`config.mk`:
```
export PLATFORM = sky130hd
export DESIGN_NAME = grid_dispersal_step
export DESIGN_NICKNAME = d
export VERILOG_FILES = /design/src/hw/rtl/gds_pkg.sv /design/src/hw/rtl/gds_rem.sv /design/src/hw/rtl/grid_dispersal_step.sv
export SDC_FILE = /design/constraint.sdc
export NUM_CORES = 2
export LEC_CHECK = 0
export ABC_AREA = 1
export ABC_CLOCK_PERIOD_IN_PS = 8039
export BUFFER_PORTS_ARGS = -buffer_cell sky130_fd_sc_hd__buf_2
export CORE_UTILIZATION = 30
export CTS_BUF_LIST = sky130_fd_sc_hd__clkbuf_4
export CTS_CLUSTER_SIZE = 16
export DETAILED_ROUTE_END_ITERATION = 8
export HOLD_SLACK_MARGIN = 0.03
export PLACE_DENSITY = 0.48
export SLEW_MARGIN = 20
export SYNTH_ARGS = -nofsm -noshare
export SYNTH_HDL_FRONTEND = slang
export SYNTH_SLANG_ARGS = --single-unit
```
`constraint.sdc`:
```
create_clock -name clock -period 8.04 [get_ports clock]
set_clock_uncertainty 0.15 [all_clocks]
set_input_delay 0.402 -clock clock [delete_from_list [all_inputs] [get_ports clock]]
set_output_delay 0.402 -clock clock [all_outputs]
set_load 0.02 [all_outputs]
```
`src/hw/rtl/gds_pkg.sv`:
```
// Package of the grid dispersal step: constants, codes, payload and pipeline types.
// Depends on nothing; imported by every module of the block.
`timescale 1ns / 1ps

package gds_pkg;

   localparam int MAX_DIMS   = 4;
   localparam int MAX_LENGTH = 1024;
   localparam int MAX_JUMP   = 1023;
   localparam int COORD_W    = 10;
   localparam int LEN_W      = 11;
   localparam int DIMS_W     = 3;
   localparam int DRAW_W     = 16;
   localparam int PATCH_W    = 40;
   localparam int POS_W      = 12;
   localparam int LATENCY    = 10;

   typedef enum logic [1:0] {
      DISP_GLOBAL   = 2'd0,
      DISP_NEIGHBOR = 2'd1,
      DISP_DISTANCE = 2'd2
   } disp_mode_type;

   typedef enum logic [1:0] {
      BOUND_REFLECT  = 2'd0,
      BOUND_CIRCULAR = 2'd1,
      BOUND_ABSORB   = 2'd2
   } bound_mode_type;

   typedef enum logic [1:0] {
      CSR_GRID_LENGTH     = 2'd0,
      CSR_DIMENSION_COUNT = 2'd1,
      CSR_DISPERSAL_MODE  = 2'd2,
      CSR_BOUNDARY_MODE   = 2'd3
   } csr_index_type;

   typedef struct packed {
      logic [COORD_W-1:0] coord_0;
      logic [COORD_W-1:0] coord_1;
      logic [COORD_W-1:0] coord_2;
      logic [COORD_W-1:0] coord_3;
      logic [15:0]        disperse_draw;
      logic [16:0]        disperse_prob;
      logic [15:0]        direction_draw;
      logic [COORD_W-1:0] jump_distance;
      logic [15:0]        global_draw_0;
      logic [15:0]        global_draw_1;
      logic [15:0]        global_draw_2;
      logic [15:0]        global_draw_3;
   } req_type;

   typedef struct packed {
      logic [COORD_W-1:0] new_coord_0;
      logic [COORD_W-1:0] new_coord_1;
      logic [COORD_W-1:0] new_coord_2;
      logic [COORD_W-1:0] new_coord_3;
      logic [PATCH_W-1:0] linear_patch;
      logic               moved;
      logic               killed;
   } rsp_type;

   typedef logic [MAX_DIMS-1:0][COORD_W-1:0] coords_type;

   typedef struct packed {
      coords_type         cur;
      coords_type         gq;
      logic               moved;
      logic               global_sel;
      logic [COORD_W-1:0] step;
      logic [18:0]        t;
   } s1_type;

   typedef struct packed {
      coords_type         coord;
      logic [COORD_W-1:0] cur_c;
      logic [POS_W-1:0]   p;
      logic               inrange;
      logic               neg;
      logic               jump;
      logic               moved;
      logic [1:0]         dim;
      logic [LEN_W-1:0]   mag;
      logic [LEN_W-1:0]   modulus;
   } mid_type;

   typedef struct packed {
      coords_type         coord;
      logic               moved;
      logic               killed;
      logic [PATCH_W-1:0] lin;
   } out_type;

endpackage

```
`src/hw/rtl/gds_rem.sv`:
```
// Pipelined remainder unit, four stages of three restoring steps each.
// Depends on gds_pkg for the operand widths.
`timescale 1ns / 1ps

module gds_rem import gds_pkg::*; (
   input  logic             clock,
   input  logic [LEN_W-1:0] dividend,
   input  logic [LEN_W-1:0] modulus,
   output logic [LEN_W-1:0] rem
);

   localparam int STAGES = 4;
   localparam int STEPS  = 3;
   localparam int WIDE_W = 2 * LEN_W + 1;

   logic [LEN_W-1:0] rem_ff [STAGES];
   logic [LEN_W-1:0] mod_ff [STAGES];
   logic [LEN_W-1:0] rem_in [STAGES];

   for (genvar s = 0; s < STAGES; s++) begin : g_stage
      localparam int TOP = STAGES * STEPS - 1 - STEPS * s;
      logic [LEN_W-1:0] r_src;
      logic [LEN_W-1:0] m_src;

      assign r_src = (s == 0) ? dividend : rem_ff[(s == 0) ? 0 : s - 1];
      assign m_src = (s == 0) ? modulus  : mod_ff[(s == 0) ? 0 : s - 1];

      always_comb begin
         logic [WIDE_W-1:0] r;
         logic [WIDE_W-1:0] sub;
         r = WIDE_W'(r_src);
         for (int k = 0; k < STEPS; k++) begin
            sub = WIDE_W'(m_src) << (TOP - k);
            if (r >= sub) begin
               r = r - sub;
            end
         end
         rem_in[s] = r[LEN_W-1:0];
      end

      always_ff @(posedge clock) begin
         rem_ff[s] <= rem_in[s];
         mod_ff[s] <= m_src;
      end
   end

   assign rem = rem_ff[STAGES-1];

endmodule

```
`src/hw/rtl/grid_dispersal_step.sv`:
```
// Top level of the grid dispersal step: configuration registers and the move pipeline.
// Depends on gds_pkg and the remainder unit gds_rem.
//
// Usage. A request carries one individual's coordinates and its pre-drawn random
// values. It is accepted at a rising edge with start high and busy low; busy is
// high only while reset is high, so a new request may be issued in every cycle.
// Each request yields exactly one result, shown on rsp_payload for one cycle with
// rsp_valid high. Throughput is one request per cycle; the ten pipeline registers are
// input products, step and bounds, four stages of the boundary remainder unit,
// boundary fix-up and three Horner stages of the linear patch index.
// The result cannot be held off by the receiver, so the pipeline never stalls.
// The APB-style port holds grid_length, dimension_count, dispersal_mode and
// boundary_mode at byte addresses 0, 4, 8 and 12, always ready; write them only
// while no request is in flight. Synchronous reset restores the register defaults
// and drops every request still in the pipeline.
`timescale 1ns / 1ps

module grid_dispersal_step import gds_pkg::*; (
   input  logic        clock,
   input  logic        reset,
   input  logic        start,
   output logic        busy,
   input  req_type     req_payload,
   output logic        rsp_valid,
   output rsp_type     rsp_payload,
   input  logic        psel,
   input  logic        penable,
   input  logic        pwrite,
   input  logic [3:0]  paddr,
   input  logic [31:0] pwdata,
   output logic [31:0] prdata,
   output logic        pready
);

   // Configuration registers.
   logic [LEN_W-1:0]  len_ff;
   logic [DIMS_W-1:0] dims_ff;
   logic [1:0]        disp_ff;
   logic [1:0]        bound_ff;
   csr_index_type     csr_idx;

   assign pready  = 1'b1;
   assign busy    = reset;
   assign csr_idx = csr_index_type'(paddr[3:2]);

   always_ff @(posedge clock) begin
      if (reset) begin
         len_ff   <= LEN_W'(16);
         dims_ff  <= DIMS_W'(1);
         disp_ff  <= DISP_NEIGHBOR;
         bound_ff <= BOUND_REFLECT;
      end else if (psel && penable && pwrite) begin
         case (csr_idx)
            CSR_GRID_LENGTH:     len_ff   <= pwdata[LEN_W-1:0];
            CSR_DIMENSION_COUNT: dims_ff  <= pwdata[DIMS_W-1:0];
            CSR_DISPERSAL_MODE:  disp_ff  <= pwdata[1:0];
            CSR_BOUNDARY_MODE:   bound_ff <= pwdata[1:0];
            default: ;
         endcase
      end
   end

   always_comb begin
      case (csr_idx)
         CSR_GRID_LENGTH:     prdata = 32'(len_ff);
         CSR_DIMENSION_COUNT: prdata = 32'(dims_ff);
         CSR_DISPERSAL_MODE:  prdata = 32'(disp_ff);
         CSR_BOUNDARY_MODE:   prdata = 32'(bound_ff);
         default:             prdata = 32'd0;
      endcase
   end

   // Effective settings: the length saturates at the largest grid, and the
   // dimension count is held between one and the largest dimension count.
   logic [LEN_W-1:0]  glen;
   logic [DIMS_W-1:0] dims;
   logic              circ;
   logic              absorb;

   assign glen   = (len_ff > LEN_W'(MAX_LENGTH)) ? LEN_W'(MAX_LENGTH) : len_ff;
   assign dims   = (dims_ff == '0) ? DIMS_W'(1) :
                   (dims_ff > DIMS_W'(MAX_DIMS)) ? DIMS_W'(MAX_DIMS) : dims_ff;
   assign circ   = (bound_ff == BOUND_CIRCULAR);
   assign absorb = (bound_ff == BOUND_ABSORB);

   // Valid bits that travel with the request through all ten stages.
   logic [LATENCY-1:0] vld_ff;
   logic               accept;

   assign accept = start && !busy;

   always_ff @(posedge clock) begin
      if (reset) begin
         vld_ff <= '0;
      end else begin
         vld_ff <= {vld_ff[LATENCY-2:0], accept};
      end
   end

   // Stage 1: the dispersal test, the direction product and the global redraws.
   s1_type s1_in;
   s1_type s1_ff;

   always_comb begin
      logic [15:0] gdraw [MAX_DIMS];
      gdraw[0] = req_payload.global_draw_0;
      gdraw[1] = req_payload.global_draw_1;
      gdraw[2] = req_payload.global_draw_2;
      gdraw[3] = req_payload.global_draw_3;
      s1_in.cur[0]    = req_payload.coord_0;
      s1_in.cur[1]    = req_payload.coord_1;
      s1_in.cur[2]    = req_payload.coord_2;
      s1_in.cur[3]    = req_payload.coord_3;
      s1_in.moved     = (glen > LEN_W'(1)) && (disp_ff <= DISP_DISTANCE) &&
                        ({1'b0, req_payload.disperse_draw} < req_payload.disperse_prob);
      s1_in.global_sel = (disp_ff == DISP_GLOBAL);
      s1_in.t         = 19'(req_payload.direction_draw) * 19'(dims);
      if (disp_ff != DISP_DISTANCE) begin
         s1_in.step = COORD_W'(1);
      end else if (req_payload.jump_distance == '0) begin
         s1_in.step = COORD_W'(1);
      end else if (req_payload.jump_distance > COORD_W'(MAX_JUMP)) begin
         s1_in.step = COORD_W'(MAX_JUMP);
      end else begin
         s1_in.step = req_payload.jump_distance;
      end
      for (int d = 0; d < MAX_DIMS; d++) begin
         s1_in.gq[d] = COORD_W'((27'(gdraw[d]) * 27'(glen - LEN_W'(1))) >> DRAW_W);
      end
   end

   always_ff @(posedge clock) begin
      s1_ff <= s1_in;
   end

   // Stage 2: the trial position of a step or jump, its range test and the
   // operands of the boundary remainder.
   mid_type mid_in;
   mid_type mid_ff [5];

   always_comb begin
      logic [1:0]       dim;
      logic [POS_W-1:0] p;
      dim = s1_ff.t[17:16];
      if ({1'b0, dim} >= dims) begin
         dim = 2'(dims - DIMS_W'(1));
      end
      if (!s1_ff.t[15]) begin
         p = POS_W'(s1_ff.cur[dim]) + POS_W'(s1_ff.step);
      end else begin
         p = POS_W'(s1_ff.cur[dim]) - POS_W'(s1_ff.step);
      end
      mid_in.dim     = dim;
      mid_in.p       = p;
      mid_in.cur_c   = s1_ff.cur[dim];
      mid_in.neg     = p[POS_W-1];
      mid_in.inrange = !p[POS_W-1] && (p[LEN_W-1:0] < glen);
      mid_in.mag     = p[POS_W-1] ? LEN_W'(-p) : p[LEN_W-1:0];
      mid_in.modulus = (circ || absorb) ? glen : LEN_W'((glen - LEN_W'(1)) << 1);
      mid_in.moved   = s1_ff.moved;
      mid_in.jump    = s1_ff.moved && !s1_ff.global_sel;
      for (int d = 0; d < MAX_DIMS; d++) begin
         if (s1_ff.moved && s1_ff.global_sel && (DIMS_W'(d) < dims)) begin
            mid_in.coord[d] = s1_ff.gq[d];
         end else begin
            mid_in.coord[d] = s1_ff.cur[d];
         end
      end
   end

   always_ff @(posedge clock) begin
      mid_ff[0] <= mid_in;
      for (int i = 1; i < 5; i++) begin
         mid_ff[i] <= mid_ff[i-1];
      end
   end

   // Stages 3 to 6: remainder of the distance from the origin by the wrap
   // length or by the reflection period.
   logic [LEN_W-1:0] rem;

   gds_rem u_rem (
      .clock    (clock),
      .dividend (mid_ff[0].mag),
      .modulus  (mid_ff[0].modulus),
      .rem      (rem)
   );

   // Stage 7: the remainder becomes the wrapped or folded position. An absorbed
   // individual keeps its coordinates and is flagged; unused dimensions read zero.
   out_type fix_in;
   out_type fix_ff;

   always_comb begin
      mid_type          m;
      logic [LEN_W-1:0] r;
      logic [COORD_W-1:0] pos;
      logic             killed;
      m = mid_ff[4];
      r = rem;
      if (m.neg && (r != '0)) begin
         r = m.modulus - r;
      end
      if (!circ && (r >= glen)) begin
         r = m.modulus - r;
      end
      pos    = m.inrange ? m.p[COORD_W-1:0] : r[COORD_W-1:0];
      killed = m.jump && !m.inrange && absorb;
      fix_in.coord = m.coord;
      if (m.jump && !killed) begin
         fix_in.coord[m.dim] = pos;
      end
      for (int d = 0; d < MAX_DIMS; d++) begin
         if (DIMS_W'(d) >= dims) begin
            fix_in.coord[d] = '0;
         end
      end
      fix_in.moved  = m.moved;
      fix_in.killed = killed;
      fix_in.lin    = PATCH_W'(fix_in.coord[0]);
   end

   always_ff @(posedge clock) begin
      fix_ff <= fix_in;
   end

   // Stages 8 to 10: Horner evaluation of the row-major index, one multiply
   // per stage, first dimension most significant.
   out_type hor_in [3];
   out_type hor_ff [3];

   for (genvar h = 0; h < 3; h++) begin : g_horner
      // The partial index entering stage h is below 2**(10*(h+1)+1), so only
      // that many of its bits take part in the multiply by the grid length.
      localparam int LW = COORD_W * (h + 1) + 1;
      localparam int PW = LW + LEN_W;
      out_type         src;
      logic [PW-1:0]   prod;
      assign src  = (h == 0) ? fix_ff : hor_ff[(h == 0) ? 0 : h - 1];
      assign prod = PW'(src.lin[LW-1:0]) * PW'(glen);

      always_comb begin
         hor_in[h] = src;
         if (dims > DIMS_W'(h + 1)) begin
            hor_in[h].lin = PATCH_W'(prod) + PATCH_W'(src.coord[h + 1]);
         end
      end

      always_ff @(posedge clock) begin
         hor_ff[h] <= hor_in[h];
      end
   end

   assign rsp_valid                = vld_ff[LATENCY-1];
   assign rsp_payload.new_coord_0  = hor_ff[2].coord[0];
   assign rsp_payload.new_coord_1  = hor_ff[2].coord[1];
   assign rsp_payload.new_coord_2  = hor_ff[2].coord[2];
   assign rsp_payload.new_coord_3  = hor_ff[2].coord[3];
   assign rsp_payload.linear_patch = hor_ff[2].lin;
   assign rsp_payload.moved        = hor_ff[2].moved;
   assign rsp_payload.killed       = hor_ff[2].killed;

endmodule

```
* Word level (Yosys, flattened, before mapping)
Memory sizes are Yosys's and may differ from the RTL's. Cells that the tools add are included.
Operators by class: add/sub/neg operators 23, reduce and logical (&&, ||, !) cells 36, mux-type cells 37, multipliers 8, eq/ne operators 6, magnitude comparators 35
Operators by type and width (number):
- $mux 23 | 8
- $pmux 32 s4 | 1
- $mux 40 | 3
- $mux 10 | 9
- $mux 11 | 8
- $mul 16x27->26 | 3
- $sub 11x11->11 | 5
- $add 40x10->40 | 1
- $bwmux 40 | 1
- $mul 31x11->40 | 1
- $add 32x10->33 | 1
- $mul 21x11->32 | 1
- $mul 17x12->26 | 1
- $ge 23x11->1 | 1
- $ge 23x12->1 | 1
- $ge 23x14->1 | 1
- $ge 23x15->1 | 1
- $ge 23x17->1 | 1
- $ge 23x18->1 | 1
- $ge 23x20->1 | 1
- $ge 23x21->1 | 1
- $sub 11x22->23 | 1
- $sub 23x12->23 | 1
- $sub 23x15->23 | 1
- other kinds (55) | 91
Word-level totals: word-level logic and storage cells 173, bits in writable memories 784, flip-flop bits (word level) 180, output and inout port bits 117, memories kept 4
Memories:
- mid_ff | words 5, bits a word 90, rd ports 5, clocked after memory_dff 0, write ports 5, RTL line grid_dispersal_step.sv:139 | mid_type mid_ff [5];
- hor_ff | words 3, bits a word 82, rd ports 3, clocked after memory_dff 0, write ports 3, RTL line grid_dispersal_step.sv:230 | out_type hor_ff [3];
- u_rem.mod_ff | words 4, bits a word 11, rd ports 3, clocked after memory_dff 0, write ports 4, RTL line gds_rem.sv:17 | logic [LEN_W-1:0] mod_ff [STAGES];
- u_rem.rem_ff | words 4, bits a word 11, rd ports 4, clocked after memory_dff 0, write ports 4, RTL line gds_rem.sv:16 | logic [LEN_W-1:0] rem_ff [STAGES];

* Depth between registers and ports, before layout
depth in word-level cells 11, depth in mapped cells 41, depth with buffers taken out 39

* Hierarchy
From an unflattened synthesis, not the netlist that was laid out.
Second synthesis, totals: cell total of the unflattened synthesis 10166, area, all modules 82041.2 um^2
By module, submodules not included:
- grid_dispersal_step | cells an instance 8947, area an instance 73950.9 um^2, instances 1, seq. area each 14634.0 um^2
- gds_rem | cells an instance 1219, area an instance 8090.3 um^2, instances 1, seq. area each 1541.5 um^2

* Worst setup path after synthesis
OpenSTA, ideal clock, no wires.
path type reg2reg, start point register len_ff[0], end point register s1_ff[39] in the netlist's numbering, setup time 0.127 ns, path buffers 3, path slack 0.954 ns, arrival 6.809 ns, cell stages (with the launch flop) 34, data required time 7.763 ns, cell sequence dfxtp_1 nor2_1 nand3_1 nor2_1 a21oi_1 nor2_1 inv_1 clkbuf_1 ha_1 inv_1 nor2_4 nand4_1 nand2_1 buf_2 buf_2 nor2_1 fa_1 inv_1 fa_1 inv_1 fa_1 fa_1 fa_1 inv_1 fa_1 inv_1 ha_1 a21oi_1 o21ai_0 a21oi_1 nand2_1 a21oi_1 o21ai_0 xor2_1
RTL lines:
- start: declaration | RTL line grid_dispersal_step.sv:36 | logic [LEN_W-1:0] len_ff;
- start signal: assignment | RTL line grid_dispersal_step.sv:54 | CSR_GRID_LENGTH: len_ff <= pwdata[LEN_W-1:0];
- end signal: assignment | RTL line grid_dispersal_step.sv:133 | s1_ff <= s1_in;
- end: declaration | RTL line grid_dispersal_step.sv:102 | s1_type s1_ff;

==> results.md <==
- FF-to-FF path depth: 31
- Critical path class: flip-flop to flip-flop
- Reg-to-Reg Start: len_ff[10]$_SDFFE_PP0P_
- I/O Buffers: approximately 280
- TritonCTS clock tree: yes
- Ys flop type: dfxtp_1
- First-pass detailed-route iteration total: 6
- Async SR Flop Fraction: 0%
- Final count of negative-setup-slack endpoints: 0
- Worst-path maximum fanout: 24
- Worst Setup EP: s1_ff[60]$_DFF_P_
- Hold Path Class: flip-flop to flip-flop
- Die X: about 520 microns
- Yosys reg bits: approximately 770
- # rows: roughly 190
- Arr. time, crit path: about 9 ns
- Core area: 263000 sq um
- Startpoint Class: flip-flop
- Gpl congestion: ~0.92
- CP dominant cell by count: nand2_1
- Syn_area_per_cell: just over 8 sq um
- Initial Utilization: ~30%
- Clk slew on worst S/H paths: ~0.08 ns
- Slew margin rel.: between 20 and 30%
- Status: complete, no violations
- Max Cap Viol: 0
- Final Hold Slack: roughly 0.15 ns
- Crit-path slowest cell: fa_2
- Worst-Margin Slew: between 1 and 1.5 ns
- Die Y: approximately 520 microns
- CP top delay family: adder cells
- Sequential area share after synthesis: between 10% and 20%
- Vias/cell: 4.62
- Nets: 12438
- Mapped Cells: slightly below 10000
- GRT Util Overall: 19.6%
- Fin. max-slew vios: 0
- P&R area growth vs syn: 13.5%
- Final Hold Viols: 0
- Avg WL per Cell: between 15 and 20 microns
- Hold Path Stages: 0
- CP Depth: 31
- Via count: around 65000
- Clock H-tree levels: 4
- Congestion Overflow GR: 0
- Largest net degree at the start of global routing: 65
- Vias in the first global route: 68366
- Clock Sinks: 772
- Initial antenna violation count: 25
- I/O pins: roughly 320
- Most frequent cells in the layout: inv_1 (2232), nand2_1 (1959), fa_1 (1269), nor2_1 (838), dfxtp_1 (770)
- Worst path required time: around 9 ns
- Crit path from: len_ff[10]$_SDFFE_PP0P_
- Library cells used by synthesis: 71
- Synth Warn #: 0
- Layout cell share with drive strength beyond 1: under 10%
- Crit path buf inv count: 8
- Worst R2R Setup Slack: 0.31 ns
- Final period util: 96.2%
- Setup_tns: 0 ns
- Crit end category: flip-flop
- Clock Latency Late Sink: 1.32 ns
- Delay of the slowest critical-path stage: between 0.6 and 0.7 ns
- Root Driver: clkbuf_4
- Fill count: between 20000 and 30000
- Post-synth EDFFs: 0
- Unrepaired setup endpoints after global routing: true
- Mapped cell area: ~80000 sq um
- Maximum vdd drop: 0.328 mV
- DP Wirelength: ~210000 microns
- Leakage: 45.5 nW
- Pwr dens: approximately 280 nW/um^2
- First-pass GRT wire length: just over 400000 microns
- ANT nets after route: 0
- Final wirelength: 263000 microns
- Num CTS Buffers: about 190
- DRC viols: 0
- Most common cell after layout, fill and taps aside: inv_1
- Final Critical Period: 7.73 ns
- Clock buffer depth: 3
- RR Endpoint: s1_ff[60]$_DFF_P_
- DIE AREA: 268000 sq um
- Max Fclk: 129 MHz
- Initial DRC Count: 3659
-- power breakdown --
group	internal, mW	switching (mW)
Sequential	4.64	0.802
Combinational	5.93	10.3
Clock	1.91	1.75
Total	12.5	12.8
-- cell usage after synthesis, types with 4 or more instances --
| library cell | n | area share, % |
|---|---|---|
| nor2_1 | 845 | 4.0 |
| a21o_1 | 24 | 0.23 |
| nor3b_1 | 4 | 0.038 |
| clkbuf_1 | 167 | 0.79 |
| o31ai_1 | 9 | 0.085 |
| inv_2 | 26 | 0.12 |
| o211ai_1 | 20 | 0.19 |
| nor2_2 | 12 | 0.094 |
| buf_1 | 69 | 0.32 |
| nand4_1 | 55 | 0.43 |
| o2111ai_1 | 4 | 0.044 |
| xor2_1 | 105 | 1.2 |
| nor3_1 | 68 | 0.43 |
| xnor2_1 | 67 | 0.74 |
| o21bai_1 | 42 | 0.40 |
| o21ai_0 | 330 | 2.1 |
| a31oi_1 | 32 | 0.25 |
| fa_1 | 1272 | 32 |
| a41oi_1 | 4 | 0.044 |
| a21oi_1 | 370 | 2.3 |
| inv_1 | 2235 | 11 |
| buf_4 | 28 | 0.26 |
| dfxtp_1 | 772 | 19 |
| nand2_1 | 1963 | 9.2 |
| nor4_1 | 22 | 0.17 |
| or2_2 | 24 | 0.19 |
| a21boi_0 | 12 | 0.11 |
| buf_6 | 7 | 0.099 |
| nand3b_1 | 9 | 0.085 |
| ha_1 | 679 | 11 |
| o21ai_1 | 26 | 0.16 |
| o221ai_1 | 6 | 0.066 |
| o21ai_2 | 8 | 0.088 |
| clkinv_1 | 21 | 0.099 |
| o21a_1 | 36 | 0.34 |
| nand3_1 | 252 | 1.6 |
| mux2_2 | 30 | 0.42 |
| a211oi_1 | 4 | 0.038 |
| nand2_2 | 8 | 0.063 |
| buf_2 | 29 | 0.18 |
| o22ai_1 | 11 | 0.086 |
-- worst register-to-register path: cells and delay by family (launching register included) --
family / cells / cell delay (ns)
adder cells (fa/ha/maj): 6 / 3.02
XOR/XNOR: 2 / 0.35
flip-flops: 1 / 0.45
AND/OR/NAND/NOR: 15 / 1.84
buffers and inverters: 8 / 1.93
-- area by class of cell --
| class | instances | area (sq um) | share of cell area (%) |
|---|---|---|---|
| antenna | 14 | 35.0 | 0.0387 |
| clock buffer | 273 | 2050 | 2.27 |
| clock inverter | 75 | 684 | 0.756 |
| inverter | 2283 | 8600 | 9.50 |
| multi-input combinational | 6420 | 54600 | 60.3 |
| sequential | 772 | 15500 | 17.1 |
| tap | 3515 | 4400 | 4.86 |
| timing repair buffer | 611 | 4690 | 5.18 |
-- metrics by stage --
| step | std cells | instance area, sq um | setup slack [ns] | power (mW) | util (%) |
|---|---|---|---|---|---|
| final | 13963 | 90500 | 0.308 | 25.3 | 34.4 |
| after global placement | 13353 | 85100 | 0.428 | 21.5 | 32.3 |
| after CTS | 13946 | 90300 | 0.0988 | 25.5 | 34.3 |
| after global routing | 13955 | 90500 | -0.00301 | 28.0 | 34.4 |
| after floorplan | 9777 | 79800 | 0.954 | 17.0 | - |
| after detailed placement | 13353 | 85100 | 0.437 | 21.5 | 32.3 |
-- sequential cells by signal, indices dropped and copies added, names as in the netlist --
register and count:
mid_ff 312, hor_ff 221, s1_ff 94, u_rem.rem_ff 44, fix_ff 42, u_rem.mod_ff 30, len_ff 11, vld_ff 10
dims_ff 3, bound_ff 2, disp_ff 2, mid_in 1
-- timing repair --
action / CTS / global route
setup endpoints to repair: 0 / 7
gates resized for setup: 0 / 33
endpoints found under the hold margin: 114 / 0
hold buffers: 245 / 0
buffers inserted: 0 / 3
-- cell families after synthesis --
| logic type | share of synthesized area, % |
|---|---|
| AO/OA/AOI/OAI | 6.75 |
| XOR/XNOR | 1.91 |
| adder cells (fa/ha/maj) | 42.6 |
| buffers and inverters | 12.4 |
| flip-flops | 19.4 |
| multiplexers | 0.424 |
| other | 0.00942 |
| AND/OR/NAND/NOR | 16.5 |
-- per-layer routing --
metal / GRT usage, % / share of wire, % / wire [microns]
met5: 0 / 0.039 / 103
met4: 6.83 / 3.3 / 8800
met3: 2.77 / 4.9 / 13000
met2: 33.6 / 48 / 127000
met1: 25.1 / 43 / 114000
-- worst min-delay path by stage --
stage,to,slack (ns),startpoint
6_report,mid_ff[0][348]$_DFF_P_,0.15,mid_ff[0][258]$_DFF_P_
3_5_place_dp,hor_ff[0][68]$_DFF_P_,0.16,fix_ff[68]$_SDFF_PP0_
3_3_place_gp,mid_ff[0][127]$_DFF_P_,0.16,mid_ff[0][37]$_DFF_P_
4_1_cts,s1_ff[91]$_DFF_P_,0.04,req_payload[133]
5_1_grt,s1_ff[91]$_DFF_P_,0.10,req_payload[133]
2_1_floorplan,fix_ff[41]$_DFF_P_,0.16,mid_ff[0][384]$_DFF_P_
(Power assumes the default switching activity.)
